===== config.mk =====
export PLATFORM = sky130hd
export DESIGN_NAME = rlp_item_encoder_flat
export DESIGN_NICKNAME = d
export VERILOG_FILES = /design/src/rtl/rlp_enc_pkg.sv /design/src/rtl/rlp_enc_if.sv /design/src/rtl/rlp_item_encoder.sv /design/src/flat_wrapper.sv
export SDC_FILE = /design/constraint.sdc
export NUM_CORES = 1
export LEC_CHECK = 0
export BUFFER_PORTS_ARGS = -buffer_cell sky130_fd_sc_hd__buf_2
export CAP_MARGIN = 20
export CELL_PAD_IN_SITES_DETAIL_PLACEMENT = 1
export CELL_PAD_IN_SITES_GLOBAL_PLACEMENT = 2
export CORE_MARGIN = 4
export CORE_UTILIZATION = 44
export DETAILED_ROUTE_END_ITERATION = 8
export HOLD_SLACK_MARGIN = 0.1
export PLACE_DENSITY_LB_ADDON = 0.1
export SKIP_CTS_REPAIR_TIMING = 1
export SLEW_MARGIN = 0
export SYNTH_ARGS = -nofsm -noshare
export SYNTH_HDL_FRONTEND = slang
export SYNTH_SLANG_ARGS = --single-unit

===== constraint.sdc =====
create_clock -name clk -period 8.7 [get_ports clk]
set_input_delay 0.435 -clock clk [delete_from_list [all_inputs] [get_ports clk]]
set_output_delay 0.435 -clock clk [all_outputs]
set_load 0.01 [all_outputs]

===== src/rtl/rlp_enc_pkg.sv =====
// Package for the RLP item encoder: action codes, RLP prefix constants
// and the payload types of the pipeline stages. No dependencies.
`default_nettype none

package rlp_enc_pkg;

    typedef enum logic [1:0] {
        ACT_INT   = 2'd0,
        ACT_STR   = 2'd1,
        ACT_EMPTY = 2'd2,
        ACT_LIST  = 2'd3
    } action_t;

    localparam logic [7:0] STR_BASE    = 8'h80;
    localparam logic [7:0] STR_LONG    = 8'hb7;
    localparam logic [7:0] LIST_BASE   = 8'hc0;
    localparam logic [7:0] LIST_LONG   = 8'hf7;
    localparam logic [7:0] SINGLE_MAX  = 8'h7f;
    localparam logic [5:0] SHORT_LIMIT = 6'd56;

    localparam int VALUE_W   = 64;
    localparam int MAX_BYTES = 8;
    // prefix + up to 8 length bytes + data byte
    localparam int RUN_MAX   = 10;
    localparam int CNT_W     = 4;

    // input as registered at the first stage
    typedef struct packed {
        action_t              action;
        logic [VALUE_W-1:0]   value;
        logic [7:0]           data_byte;
        logic                 first;
    } in_stage_t;

    // after byte-count search and value classification
    typedef struct packed {
        action_t              action;
        logic [VALUE_W-1:0]   value;
        logic [7:0]           data_byte;
        logic                 first;
        logic [CNT_W-1:0]     nbytes;
        logic                 is_zero;
        logic                 is_one;
        logic                 lt_short;
        logic                 lt_direct;
    } class_stage_t;

    // run layout decided, value left-aligned on its top nonzero byte
    typedef struct packed {
        logic                 has_prefix;
        logic [7:0]           prefix;
        logic                 use_be;
        logic [CNT_W-1:0]     nbytes;
        logic                 append;
        logic [7:0]           data_byte;
        logic [VALUE_W-1:0]   aligned;
    } plan_stage_t;

endpackage

`default_nettype wire


===== src/rtl/rlp_enc_if.sv =====
// Valid/ready channel interfaces of the RLP item encoder.
// Depends on rlp_enc_pkg for field widths.
`default_nettype none

interface rlp_enc_in_if;
    logic                              valid;
    logic                              ready;
    logic [1:0]                        action;
    logic [rlp_enc_pkg::VALUE_W-1:0]   value;
    logic [7:0]                        data_byte;
    logic                              first;

    modport source (output valid, action, value, data_byte, first, input ready);
    modport sink   (input valid, action, value, data_byte, first, output ready);
endinterface

interface rlp_enc_out_if;
    logic       valid;
    logic       ready;
    logic [7:0] out_byte;
    logic       last;

    modport source (output valid, out_byte, last, input ready);
    modport sink   (input valid, out_byte, last, output ready);
endinterface

`default_nettype wire


===== src/rtl/rlp_item_encoder.sv =====
// RLP item encoder top level: four-stage pipeline plus byte serializer.
// Depends on rlp_enc_pkg and the channel interfaces in rlp_enc_if.sv.
//
// Usage:
//   item   - one transfer per input item (action, value, data_byte, first).
//   result - one transfer per encoded byte; last marks the final byte of
//            the run caused by one item.
// Runs are 1 to 10 bytes. A string payload byte without header, a small
// integer, an empty string or a short list header is one byte.
// The first byte of an item reaches result through the input register and then
// the classify, align, assemble and serializer registers, in that order.
// Throughput: one output byte per cycle while result.ready is high. An item
// holds the serializer until its last byte goes, so single-byte items stream
// at one per cycle; longer runs push back on item.ready via the ready chain.
// Reset clears all stage valid bits; the payload registers are not reset.
// When result.ready is low the serializer holds its byte and each stage
// holds its item once the stage after it is full; nothing is dropped.
`default_nettype none

module rlp_item_encoder (
    input  wire logic          clk,
    input  wire logic          rst_n,
    rlp_enc_in_if.sink         item,
    rlp_enc_out_if.source      result
);

    localparam int VW = rlp_enc_pkg::VALUE_W;
    localparam int CW = rlp_enc_pkg::CNT_W;
    localparam int RM = rlp_enc_pkg::RUN_MAX;
    localparam int MB = rlp_enc_pkg::MAX_BYTES;

    // stage valid and ready chain
    logic v1_reg, v2_reg, v3_reg, v4_reg, ser_valid_reg;
    logic r1, r2, r3, r4, ser_ready;

    rlp_enc_pkg::in_stage_t    s1_reg;
    rlp_enc_pkg::class_stage_t s2_reg, s2_next;
    rlp_enc_pkg::plan_stage_t  s3_reg, s3_next;

    logic [7:0]    run_reg [RM];
    logic [7:0]    run_next [RM];
    logic [CW-1:0] cnt_reg, cnt_next;

    logic [7:0]    ser_reg [RM];
    logic [CW-1:0] left_reg;

    assign ser_ready  = !ser_valid_reg || (result.ready && left_reg == CW'(1));
    assign r4         = !v4_reg || ser_ready;
    assign r3         = !v3_reg || r4;
    assign r2         = !v2_reg || r3;
    assign r1         = !v1_reg || r2;
    assign item.ready = r1;

    assign result.valid    = ser_valid_reg;
    assign result.out_byte = ser_reg[0];
    assign result.last     = left_reg == CW'(1);

    // ---------------- stage 2: byte count and classification
    always_comb
    begin
        s2_next.action    = s1_reg.action;
        s2_next.value     = s1_reg.value;
        s2_next.data_byte = s1_reg.data_byte;
        s2_next.first     = s1_reg.first;
        s2_next.nbytes    = CW'(1);
        for (int b = 1; b < MB; b++)
        begin
            if (s1_reg.value[8*b +: 8] != 8'h00)
            begin
                s2_next.nbytes = CW'(b + 1);
            end
        end
        s2_next.is_zero   = s1_reg.value == '0;
        s2_next.is_one    = s1_reg.value == VW'(1);
        s2_next.lt_direct = s1_reg.value[VW-1:7] == '0;
        s2_next.lt_short  = (s1_reg.value[VW-1:6] == '0)
                            && (s1_reg.value[5:0] < rlp_enc_pkg::SHORT_LIMIT);
    end

    // ---------------- stage 3: run layout and alignment
    logic [2:0] align_sh;
    logic       str_hdr;

    always_comb
    begin
        align_sh = 3'(CW'(MB) - s2_reg.nbytes);
        str_hdr  = s2_reg.first
                   && !(s2_reg.is_one && s2_reg.data_byte <= rlp_enc_pkg::SINGLE_MAX);

        s3_next.has_prefix = 1'b1;
        s3_next.prefix     = rlp_enc_pkg::STR_BASE;
        s3_next.use_be     = 1'b0;
        s3_next.nbytes     = s2_reg.nbytes;
        s3_next.append     = 1'b0;
        s3_next.data_byte  = s2_reg.data_byte;
        s3_next.aligned    = s2_reg.value << {align_sh, 3'b000};

        unique case (s2_reg.action)
            rlp_enc_pkg::ACT_INT:
            begin
                if (s2_reg.is_zero)
                begin
                    s3_next.prefix = rlp_enc_pkg::STR_BASE;
                end
                else if (s2_reg.lt_direct)
                begin
                    s3_next.prefix = s2_reg.value[7:0];
                end
                else
                begin
                    s3_next.prefix = rlp_enc_pkg::STR_BASE + 8'(s2_reg.nbytes);
                    s3_next.use_be = 1'b1;
                end
            end
            rlp_enc_pkg::ACT_STR:
            begin
                s3_next.append = 1'b1;
                if (!str_hdr)
                begin
                    s3_next.has_prefix = 1'b0;
                end
                else if (s2_reg.lt_short)
                begin
                    s3_next.prefix = rlp_enc_pkg::STR_BASE + 8'(s2_reg.value[5:0]);
                end
                else
                begin
                    s3_next.prefix = rlp_enc_pkg::STR_LONG + 8'(s2_reg.nbytes);
                    s3_next.use_be = 1'b1;
                end
            end
            rlp_enc_pkg::ACT_EMPTY:
            begin
                s3_next.prefix = rlp_enc_pkg::STR_BASE;
            end
            rlp_enc_pkg::ACT_LIST:
            begin
                if (s2_reg.lt_short)
                begin
                    s3_next.prefix = rlp_enc_pkg::LIST_BASE + 8'(s2_reg.value[5:0]);
                end
                else
                begin
                    s3_next.prefix = rlp_enc_pkg::LIST_LONG + 8'(s2_reg.nbytes);
                    s3_next.use_be = 1'b1;
                end
            end
        endcase
    end

    // ---------------- stage 4: assemble the byte run
    logic [CW-1:0] be_n;
    logic [CW-1:0] data_idx;

    always_comb
    begin
        be_n     = s3_reg.use_be ? s3_reg.nbytes : '0;
        data_idx = CW'(s3_reg.has_prefix) + be_n;
        for (int i = 0; i < RM; i++)
        begin
            run_next[i] = 8'h00;
        end
        if (s3_reg.has_prefix)
        begin
            run_next[0] = s3_reg.prefix;
        end
        // big-endian bytes follow the prefix, MSB first
        for (int j = 0; j < MB; j++)
        begin
            if (CW'(j) < be_n)
            begin
                run_next[j + 1] = s3_reg.aligned[VW-1-8*j -: 8];
            end
        end
        if (s3_reg.append)
        begin
            run_next[data_idx] = s3_reg.data_byte;
        end
        cnt_next = data_idx + CW'(s3_reg.append);
    end

    // ---------------- control registers
    always_ff @(posedge clk or negedge rst_n)
    begin
        if (!rst_n)
        begin
            v1_reg        <= 1'b0;
            v2_reg        <= 1'b0;
            v3_reg        <= 1'b0;
            v4_reg        <= 1'b0;
            ser_valid_reg <= 1'b0;
        end
        else
        begin
            if (r1)        v1_reg        <= item.valid;
            if (r2)        v2_reg        <= v1_reg;
            if (r3)        v3_reg        <= v2_reg;
            if (r4)        v4_reg        <= v3_reg;
            if (ser_ready) ser_valid_reg <= v4_reg;
        end
    end

    // ---------------- payload registers
    always_ff @(posedge clk)
    begin
        if (r1 && item.valid)
        begin
            s1_reg.action    <= rlp_enc_pkg::action_t'(item.action);
            s1_reg.value     <= item.value;
            s1_reg.data_byte <= item.data_byte;
            s1_reg.first     <= item.first;
        end
        if (r2 && v1_reg)
        begin
            s2_reg <= s2_next;
        end
        if (r3 && v2_reg)
        begin
            s3_reg <= s3_next;
        end
        if (r4 && v3_reg)
        begin
            run_reg <= run_next;
            cnt_reg <= cnt_next;
        end
        if (ser_ready)
        begin
            if (v4_reg)
            begin
                ser_reg  <= run_reg;
                left_reg <= cnt_reg;
            end
        end
        else if (result.ready)
        begin
            // byte transferred with more to follow: shift the run down
            for (int i = 0; i < RM - 1; i++)
            begin
                ser_reg[i] <= ser_reg[i + 1];
            end
            ser_reg[RM-1] <= 8'h00;
            left_reg      <= left_reg - CW'(1);
        end
    end

endmodule

`default_nettype wire

===== src/flat_wrapper.sv =====
// flat-port wrapper written by rule: the top's interface ports become plain ports
module rlp_item_encoder_flat 
  (clk, rst_n, item_valid, item_action, item_value, item_data_byte, item_first, item_ready, result_valid, result_out_byte, result_last, result_ready);
  rlp_enc_in_if item_i ();
  rlp_enc_out_if result_i ();
  input  wire logic clk;
  input  wire logic rst_n;
  input wire logic [$bits(item_i.valid)-1:0] item_valid;
  input wire logic [$bits(item_i.action)-1:0] item_action;
  input wire logic [$bits(item_i.value)-1:0] item_value;
  input wire logic [$bits(item_i.data_byte)-1:0] item_data_byte;
  input wire logic [$bits(item_i.first)-1:0] item_first;
  output wire logic [$bits(item_i.ready)-1:0] item_ready;
  output wire logic [$bits(result_i.valid)-1:0] result_valid;
  output wire logic [$bits(result_i.out_byte)-1:0] result_out_byte;
  output wire logic [$bits(result_i.last)-1:0] result_last;
  input wire logic [$bits(result_i.ready)-1:0] result_ready;
  assign item_i.valid = item_valid;
  assign item_i.action = item_action;
  assign item_i.value = item_value;
  assign item_i.data_byte = item_data_byte;
  assign item_i.first = item_first;
  assign item_ready = item_i.ready;
  assign result_valid = result_i.valid;
  assign result_out_byte = result_i.out_byte;
  assign result_last = result_i.last;
  assign result_i.ready = result_ready;
  rlp_item_encoder u_core (.clk(clk), .rst_n(rst_n), .item(item_i), .result(result_i));
endmodule

# Yosys cells after proc, flatten, opt, wreduce, memory -nomap -nowiden
# Index checks and enable logic that the tools add are counted.
# word_totals
reg_bits,418
wordCells,147
out_inout_bits,11
inputBits,79
# op_classes
n_bitwise,1
n_reduce_logical,33
shifts,1
n_eq_ne,6
order_cmp,12
add_sub_neg,9
muxes,38
# ops
op,n
80-bit 2-to-1 mux,4
8-bit 2-to-1 mux,14
80-bit bitwise mux,1
64-bit by 1-bit == test with 1-bit output (second input constant),1
64-bit logical NOT,1
64-bit by 6-bit << shifter with 64-bit output,1
58-bit logical NOT,1
57-bit logical NOT,1
8-bit nonzero test,7
4-bit 2-to-1 mux,9
8-bit demux with 4-bit select,1
8-bit one-hot mux with 4 select lines,1
8-bit by 4-bit adder with 8-bit output (first input constant),2
3-bit by 4-bit < comparator with 1-bit output (first input constant),4
1-bit logical AND,9
9-bit 2-to-1 mux,1
7-bit by 7-bit adder with 8-bit output (first input constant),1
8-bit by 6-bit adder with 8-bit output (first input constant),1
8-bit by 7-bit less-or-equal comparator with 1-bit output (second input constant),1
1-bit by 4-bit < comparator with 1-bit output (first input constant),2
2-bit by 4-bit < comparator with 1-bit output (first input constant),2
5-bit by 5-bit adder with 6-bit output (first input constant),1
1-bit logical NOT,6
6-bit < comparator (second input constant),1
other kinds (18),27

# Depth between registers and ports, before layout
# Gate-level depths: netlist of run 1.
# logic_depth
word_depth,9
depth_mapped,11
ltp_nobuf,7

# Worst setup path before layout of run 1
# Ideal clock, no wire load.
# synth_timing
kind,flip-flop to flip-flop
from,register u_core.left_reg[1]
to,register u_core.cnt_reg[0] (enable)
period_less_slack_ns,8.002
path_stages_with_launch,7
n_path_buf,1
arrival_time_ns,7.347
setup_slack_ns,0.698
setup_time_ns,0.655
t_required_ns,8.045
path_cell_list,edfxtp_1 > inv_1 > ha_1 > nor3b_2 > a21oi_1 > buf_2 > a21boi_0
# synth_between
elab_chain_len,5
# synth_lines
item,line_no,source
"start, declared",rlp_item_encoder.sv:45,logic [CW-1:0] left_reg;
"start signal, assigned",rlp_item_encoder.sv:231,left_reg <= cnt_reg;
"start signal, assigned",rlp_item_encoder.sv:242,left_reg <= left_reg - CW'(1);
4-bit by 1-bit == test with 1-bit output,n/a,
net result_last,flat_wrapper.sv:16,output wire logic [$bits(result_i.last)-1:0] result_last;
1-bit logical AND,rlp_item_encoder.sv:47,assign ser_ready = !ser_valid_reg || (result.ready && left_reg == CW'(1));
1-bit logical OR,rlp_item_encoder.sv:47,
1-bit logical OR,rlp_item_encoder.sv:48,assign r4 = !v4_reg || ser_ready;
1-bit logical AND,rlp_item_encoder.sv:221,if (r4 && v3_reg)
"end signal, assigned",rlp_item_encoder.sv:224,cnt_reg <= cnt_next;
"end, declared",rlp_item_encoder.sv:42,"logic [CW-1:0] cnt_reg, cnt_next;"
# The timed path passes the listed nets, and every way through them passes these cells.
# A chain may end at the register's enable or synchronous reset.

==> results of run 1 <==
-- worst paths after layout --
| check | slack (ps) | cells after the start | to | start |
|---|---|---|---|---|
| worst max-delay path | 5530 | 6 | u_core.run_reg[17] | u_core.s3_reg[77] |
| worst min-delay path | 100 | 2 | u_core.v1_reg | item_valid |
| worst max register to register | 5530 | 6 | u_core.run_reg[17] | u_core.s3_reg[77] |
| worst min register to register | 410 | 0 | u_core.s2_reg[81] | u_core.s1_reg[73] |
| max in group asynchronous | 8320 | 2 | u_core.v4_reg | rst_n |
| min in group asynchronous | 250 | 2 | u_core.v1_reg | rst_n |
-- per-stage QoR --
stage | setup slack (ps) | hold slack (ps) | std cells
floorplan | 698 | 139 | 1280
global placement | 5570 | 258 | 1834
detailed placement | 5500 | 261 | 1834
CTS | 5510 | -334 | 1908
global route | 5310 | 107 | 1985
finish | 5530 | 101 | 1985
-- power breakdown --
group	internal (mW)	switching, mW
logic	0.0984	0.150
clock network	1.11	0.768
registers	2.31	0.0362
-- area by class of cell --
type,count,share of cell area [%]
clock buffer,47,5.25
clock inverter,27,1.58
inverter,19,0.343
multi-input combinational,772,23.1
sequential,418,60.3
tap,525,3.16
timing repair buffer,177,6.33
-- cell families after synthesis --
family	after synthesis
xor gates and xnor gates	6
DFF	418
AOI/OAI and AO/OA	111
adders and majority gates	7
and+or+nand+nor	508
buffers and inverters	90
muxes	140
-- placed cells by master (no fill, tap or decap), drive strengths merged, types with 4 or more instances in the layout --
| master | Yosys | final |
|---|---|---|
| a21o | 4 | 4 |
| a21oi | 29 | 29 |
| a31oi | 5 | 5 |
| and2 | 22 | 22 |
| and3 | 7 | 7 |
| buf | 42 | 101 |
| bufinv | 0 | 7 |
| clkbuf | 29 | 47 |
| clkinv | 8 | 26 |
| dfrtp | 5 | 5 |
| dlygate4sd3 | 0 | 76 |
| edfxtp | 413 | 413 |
| ha | 7 | 7 |
| inv | 11 | 11 |
| mux2 | 15 | 15 |
| mux2i | 114 | 114 |
| mux4 | 11 | 11 |
| nand2 | 338 | 338 |
| nand2b | 10 | 10 |
| nand3 | 24 | 24 |
| nor2 | 53 | 53 |
| nor2b | 6 | 6 |
| nor3 | 12 | 12 |
| nor3b | 4 | 4 |
| nor4 | 18 | 18 |
| o21ai | 42 | 42 |
| o221ai | 8 | 8 |
| or2 | 4 | 4 |
| xnor2 | 4 | 4 |
-- metal layers --
| layer | wire length [µm] | up-vias | global-route usage [%] |
|---|---|---|---|
| met5 | 0 | - | 0 |
| met4 | 1370 | 0 | 6.02 |
| met3 | 1520 | 62 | 3.32 |
| met2 | 20000 | 189 | 29.3 |
| met1 | 19600 | 4969 | 26.8 |
| li1 | - | 4934 | - |
-- worst max-delay path, delay by kind of cell, from the launching register on --
kind / cells / cell delay [ps]
AO/OA/AOI/OAI: 1 / 240
AND/OR/NAND/NOR: 2 / 930
adder cells (fa/ha/maj): 2 / 770
flip-flops: 1 / 750
multiplexers: 1 / 180
==> impl_metrics.json, run 1 <==
{
  "grt_max_degree": 90,
  "grt_pass1_vias": 10300,
  "yosys.area_share.simple_pct": 12.8,
  "drive_gt1_share_pct": 15.3,
  "synth_area_leader_cell": "edfxtp_1",
  "antenna_found_initial": 0,
  "io_pins": 90,
  "cts_buffers": 43,
  "clk_pin_slew_ps": 60,
  "synth_compound_area_share_pct": 4.29,
  "hpwl_um": 28600,
  "grt_pass1_wl_um": 63100,
  "synthTopCellsByCount": "edfxtp_1 (413), nand2_1 (337), mux2i_1 (114)",
  "synth_nets": 1366,
  "wl_per_cell_um": 21.4,
  "crit_slowest_cell": "edfxtp_1",
  "ir_worst_vdd_uv": 171,
  "ys_ff_latch": 418,
  "yosys_warnings": 0,
  "relSlewSlack_pct": 26.0,
  "gp_congestion": 0.809,
  "initial_core_util_pct": 44.5,
  "leakage_nw": 8.01,
  "cpPeakStageDelay_ps": 750,
  "finalPower_mw": 4.47,
  "clk_path_buf_depth": 3,
  "finalMaxSlewViolations": 0,
  "wl_um": 42500,
  "power_density_nw_per_um2": 215,
  "dr.first_iter.drc_count": 478,
  "synth_xor_area_share_pct": 0.297,
  "die_w_um": 208,
  "synth_fa_ha_area_share_pct": 0.496,
  "path_cells": "and2_1 -> ha_1 -> ha_1 -> nor2b_1 -> o21ai_4 -> mux2i_1",
  "ys_top_cells_by_area": "edfxtp_1 (70%), nand2_1 (7.2%), mux2i_1 (6.5%), mux4_2 (1.4%), nor2_1 (1.1%)",
  "cts_tree": "yes",
  "yosysTopAreaCellShare_pct": 70.2,
  "cp_max_fo": 19,
  "cp.required_ps": 8980,
  "max_freq_mhz": 315,
  "critPathKind": "flip-flop to flip-flop",
  "synth_top_family_by_area": "simple AND/OR/NAND/NOR gates",
  "largest_register_ffs": 87,
  "port_buffers": 89,
  "fin_crit_ps": 3170,
  "route.detailed.drc": 0,
  "finalHoldViolCount": 0,
  "grt_use_total_pct": 18.7,
  "netlist_area_um2": 17700,
  "synth_area_per_cell_um2": 13.8,
  "diodes": 0,
  "ys_seq_area_share_pct": 70.9,
  "fin_tns_setup_ps": 0,
  "startpoint_type": "flip-flop",
  "postLayoutCoreUtil_pct": 52.3,
  "fin_skew_ps": 42.9,
  "synth_ff_type": "edfxtp_1",
  "ys_types": 58,
  "fin_area_um2": 20800,
  "ff_latch_area_um2": 12500,
  "synth_edf_count": 413,
  "n_fill_cell": 3867,
  "routed_via_density": 5.12,
  "worst_setup_path_end_kind": "flip-flop",
  "overflow": 0,
  "clock_sinks": 418,
  "synth.most_common_cell": "edfxtp_1",
  "dieArea_um2": 43400,
  "cts_root_buf": "clkbuf_16",
  "rows": 73,
  "core-area_um2": 39700,
  "critical_path_arrival_ps": 3450,
  "drv_cap": 0,
  "clock_latency_ps": 580,
  "hold_path.class": "input port to flip-flop",
  "worst_slew_pin_slew_ps": 1110,
  "fin_nets": 1517,
  "firstDrtPassIters": 5,
  "async_flop_share_pct": 1.20,
  "die_h_um": 208,
  "cts.htree.levels": 2,
  "dpl_cell_area_um2": 18600,
  "synthCells": 1280,
  "dr_total_vias": 10200,
  "grt_setup_unrepaired": "false",
  "crit_top_cell": "ha_1",
  "status": "finished, final reports clean",
  "fin_crit_sh_pct": 36.5,
  "synth.area.mux_share_pct": 8.82,
  "setup_viol": 0,
  "area_delta_synth_final_pct": 17.6,
  "ant_nets": 0,
  "multi_input_area_um2": 4790
}
(Power assumes the default switching activity.)
==> inputs of run 2 (changes only) <==
--- a/config.mk
+++ b/config.mk
@@ -5,12 +5,13 @@
 export SDC_FILE = /design/constraint.sdc
 export NUM_CORES = 1
 export LEC_CHECK = 0
+export ABC_AREA = 1
 export BUFFER_PORTS_ARGS = -buffer_cell sky130_fd_sc_hd__buf_2
 export CAP_MARGIN = 20
 export CELL_PAD_IN_SITES_DETAIL_PLACEMENT = 1
 export CELL_PAD_IN_SITES_GLOBAL_PLACEMENT = 2
 export CORE_MARGIN = 4
-export CORE_UTILIZATION = 44
+export CORE_UTILIZATION = 37
 export DETAILED_ROUTE_END_ITERATION = 8
 export HOLD_SLACK_MARGIN = 0.1
 export PLACE_DENSITY_LB_ADDON = 0.1
==> constraint.sdc (replaced) <==
create_clock -name clk -period 2.86 [get_ports clk]
set_input_delay 0.143 -clock clk [delete_from_list [all_inputs] [get_ports clk]]
set_output_delay 0.143 -clock clk [all_outputs]
set_load 0.01 [all_outputs]
==> run 2 against run 1 <==
Net effect: die area is 20% higher; hold slack better by 170 ps; power grew to 5.4 times the previous value; cell area is 3.1% higher; sequential power grew to 4.7 times the previous value; via count is 16% higher; core utilization is 7.5 points lower; setup slack worse by 5300 ps; combinational power grew to 29 times the previous value; non-clock buffer count is 22 higher; flip-flop and latch count stayed put; critical path depth is 4 higher.
==> impl_metrics.json, run 2 <==
{
  "status": "finished, final reports clean",
  "ys_ff_latch": 418,
  "cp.depth": 10,
  "path_cells": "nand2_1 -> inv_1 -> ha_1 -> ha_1 -> xor2_2 -> inv_2 -> nor2_4 -> nand2_1 -> nand2_1 -> nand2_1",
  "clock_latency_ps": 580,
  "finalHoldViolCount": 0,
  "async_flop_share_pct": 1.20,
  "netlist_area_um2": 18000,
  "ys_top_cells_by_area": "edfxtp_1 (69%), nand2_1 (12%), nand3_1 (3.6%), nor2_1 (3.1%), inv_1 (2.8%)",
  "drive_gt1_share_pct": 11.8,
  "hold_ws_ps": 276,
  "crit_top_cell": "nand2_1",
  "dp.cells": 2317,
  "cp_max_fo": 15,
  "fin_nets": 1915,
  "dieArea_um2": 52200,
  "cp.required_ps": 3170,
  "die_h_um": 228,
  "gp_congestion": 0.814,
  "clock_sinks": 418,
  "fin_tns_setup_ps": 0,
  "clk_path_buf_depth": 3,
  "synth_area_leader_cell": "edfxtp_1",
  "io_pins": 90,
  "grt_max_degree": 88,
  "route.detailed.drc": 0,
  "relSlewSlack_pct": 26.7,
  "grt_pass1_wl_um": 73000,
  "finalPower_mw": 24.1,
  "synthCells": 1663,
  "fin_crit_ps": 2600,
  "synth_edf_count": 413,
  "cts_root_buf": "clkbuf_16",
  "postLayoutCoreUtil_pct": 44.8,
  "clk_pin_slew_ps": 60,
  "ys_seq_area_share_pct": 69.7,
  "overflow": 0,
  "grt_use_total_pct": 18.1,
  "worst_setup_path_end_kind": "flip-flop",
  "fin_crit_sh_pct": 90.8,
  "critPathKind": "flip-flop to flip-flop",
  "dr_total_vias": 11700,
  "synth_nets": 1749,
  "wl_per_cell_um": 19.7,
  "firstDrtPassIters": 5,
  "critPathTopFamily": "simple AND/OR/NAND/NOR gates",
  "largest_register_ffs": 87,
  "finalMaxSlewViolations": 0,
  "cts.htree.levels": 2,
  "synth.most_common_cell": "nand2_1",
  "cts_tree": "yes",
  "critical_path_arrival_ps": 2900,
  "yosysTopAreaCellShare_pct": 69.0,
  "ant_nets": 0,
  "yosys_warnings": 0,
  "cpPeakStageDelay_ps": 450,
  "core-area_um2": 47800,
  "hpwl_um": 34800,
  "setup_viol": 0,
  "synth_area_per_cell_um2": 10.8,
  "rows": 80,
  "startpoint_type": "flip-flop",
  "hold_path_depth": 2,
  "grt_setup_unrepaired": "false",
  "ys_types": 39,
  "final_cell_mix": "nand2_1 (568), edfxtp_1 (413), nor2_1 (146), inv_1 (133), nand3_1 (129)",
  "final_common_cell": "nand2_1",
  "routed_via_density": 4.73,
  "power_density_nw_per_um2": 1120,
  "antenna_found_initial": 0,
  "leakage_nw": 8.69,
  "ir_worst_vdd_uv": 700,
  "synth_ff_type": "edfxtp_1",
  "max_freq_mhz": 385,
  "hold_path.class": "input port to flip-flop",
  "path_buf_inv": 2,
  "wl_um": 48900,
  "die_w_um": 228,
  "cts_buffers": 46,
  "crit_slowest_cell": "edfxtp_1",
  "initial_core_util_pct": 37.6,
  "dr.first_iter.drc_count": 732,
  "r2r_cells": 10,
  "grt_pass1_vias": 12000,
  "diodes": 0,
  "worst_slew_pin_slew_ps": 1100,
  "drv_cap": 0,
  "fin_skew_ps": 21.6,
  "synthTopCellsByCount": "nand2_1 (569), edfxtp_1 (413), nor2_1 (147)",
  "fin_cells": 2479,
  "area_delta_synth_final_pct": 19.1,
  "port_buffers": 89
}
run 2: changes by cell type after synthesis, sizes merged, moves of 15 or more:
| cell | previous run | this run |
|---|---|---|
| nand2 | 338 | 579 |
| inv | 11 | 138 |
| nand3 | 24 | 129 |
| nor2 | 53 | 151 |
| mux2i | 114 | 17 |
| o21ai | 42 | 73 |
| clkbuf | 29 | 52 |
| and2 | 22 | 0 |
| nor4 | 18 | 0 |
| a21oi | 29 | 12 |
| mux2 | 15 | 0 |
run 2: cell type report:
type	count	area [µm²]
multi-input cells	1023	4590
repair buffers	199	1540
inverters	141	537
flip-flops and latches	418	12500
clock buffers	55	1250
well taps	615	769
clock inverters	28	216
fillers	5217	26400
run 2: final timing paths:
check / startpoint / to / slack (ps)
max: u_core.s3_reg[77] / u_core.run_reg[79] / 260
min: item_value[22] / u_core.s1_reg[31] / 280
max reg2reg: u_core.s3_reg[77] / u_core.run_reg[79] / 260
min reg2reg: u_core.s2_reg[9] / u_core.s3_reg[64] / 420
max in group asynchronous: rst_n / u_core.result.valid / 2180
min in group asynchronous: rst_n / u_core.v2_reg / 480
run 2: logic make-up (layout without fill, tap and decap cells):
logic type | Yosys count | count (layout) | share of synthesized area, %
simple gates | 882 | 882 | 20.0
flops | 418 | 418 | 69.7
buf+inv | 222 | 423 | 5.07
compound gates | 109 | 109 | 3.34
mux | 17 | 17 | 0.946
xor+xnor | 8 | 8 | 0.536
fa+ha+maj | 7 | 7 | 0.487
run 2: report_power, final:
part	switching [mW]	total [mW]	internal (mW)
combinational	5.27	7.25	1.98
clock	2.40	5.77	3.38
sequential	1.09	11.1	9.99
run 2: per-layer routing:
layer	up-vias	part of all wire [%]	global-route usage, %	wire [µm]
met3	63	2.9	2.85	1440
met5	-	0	0	0
li1	5875	-	-	-
met2	168	50	30.5	24400
met4	0	2.6	5.17	1280
met1	5631	45	24.4	21800
run 2: metrics by stage:
step,instance area (µm²),worst slack (ps)
6_report,21400,262
5_1_grt,21400,98.2
4_1_cts,20600,246
3_5_place_dp,19200,249
3_3_place_gp,19200,335
2_1_floorplan,18000,-4.43
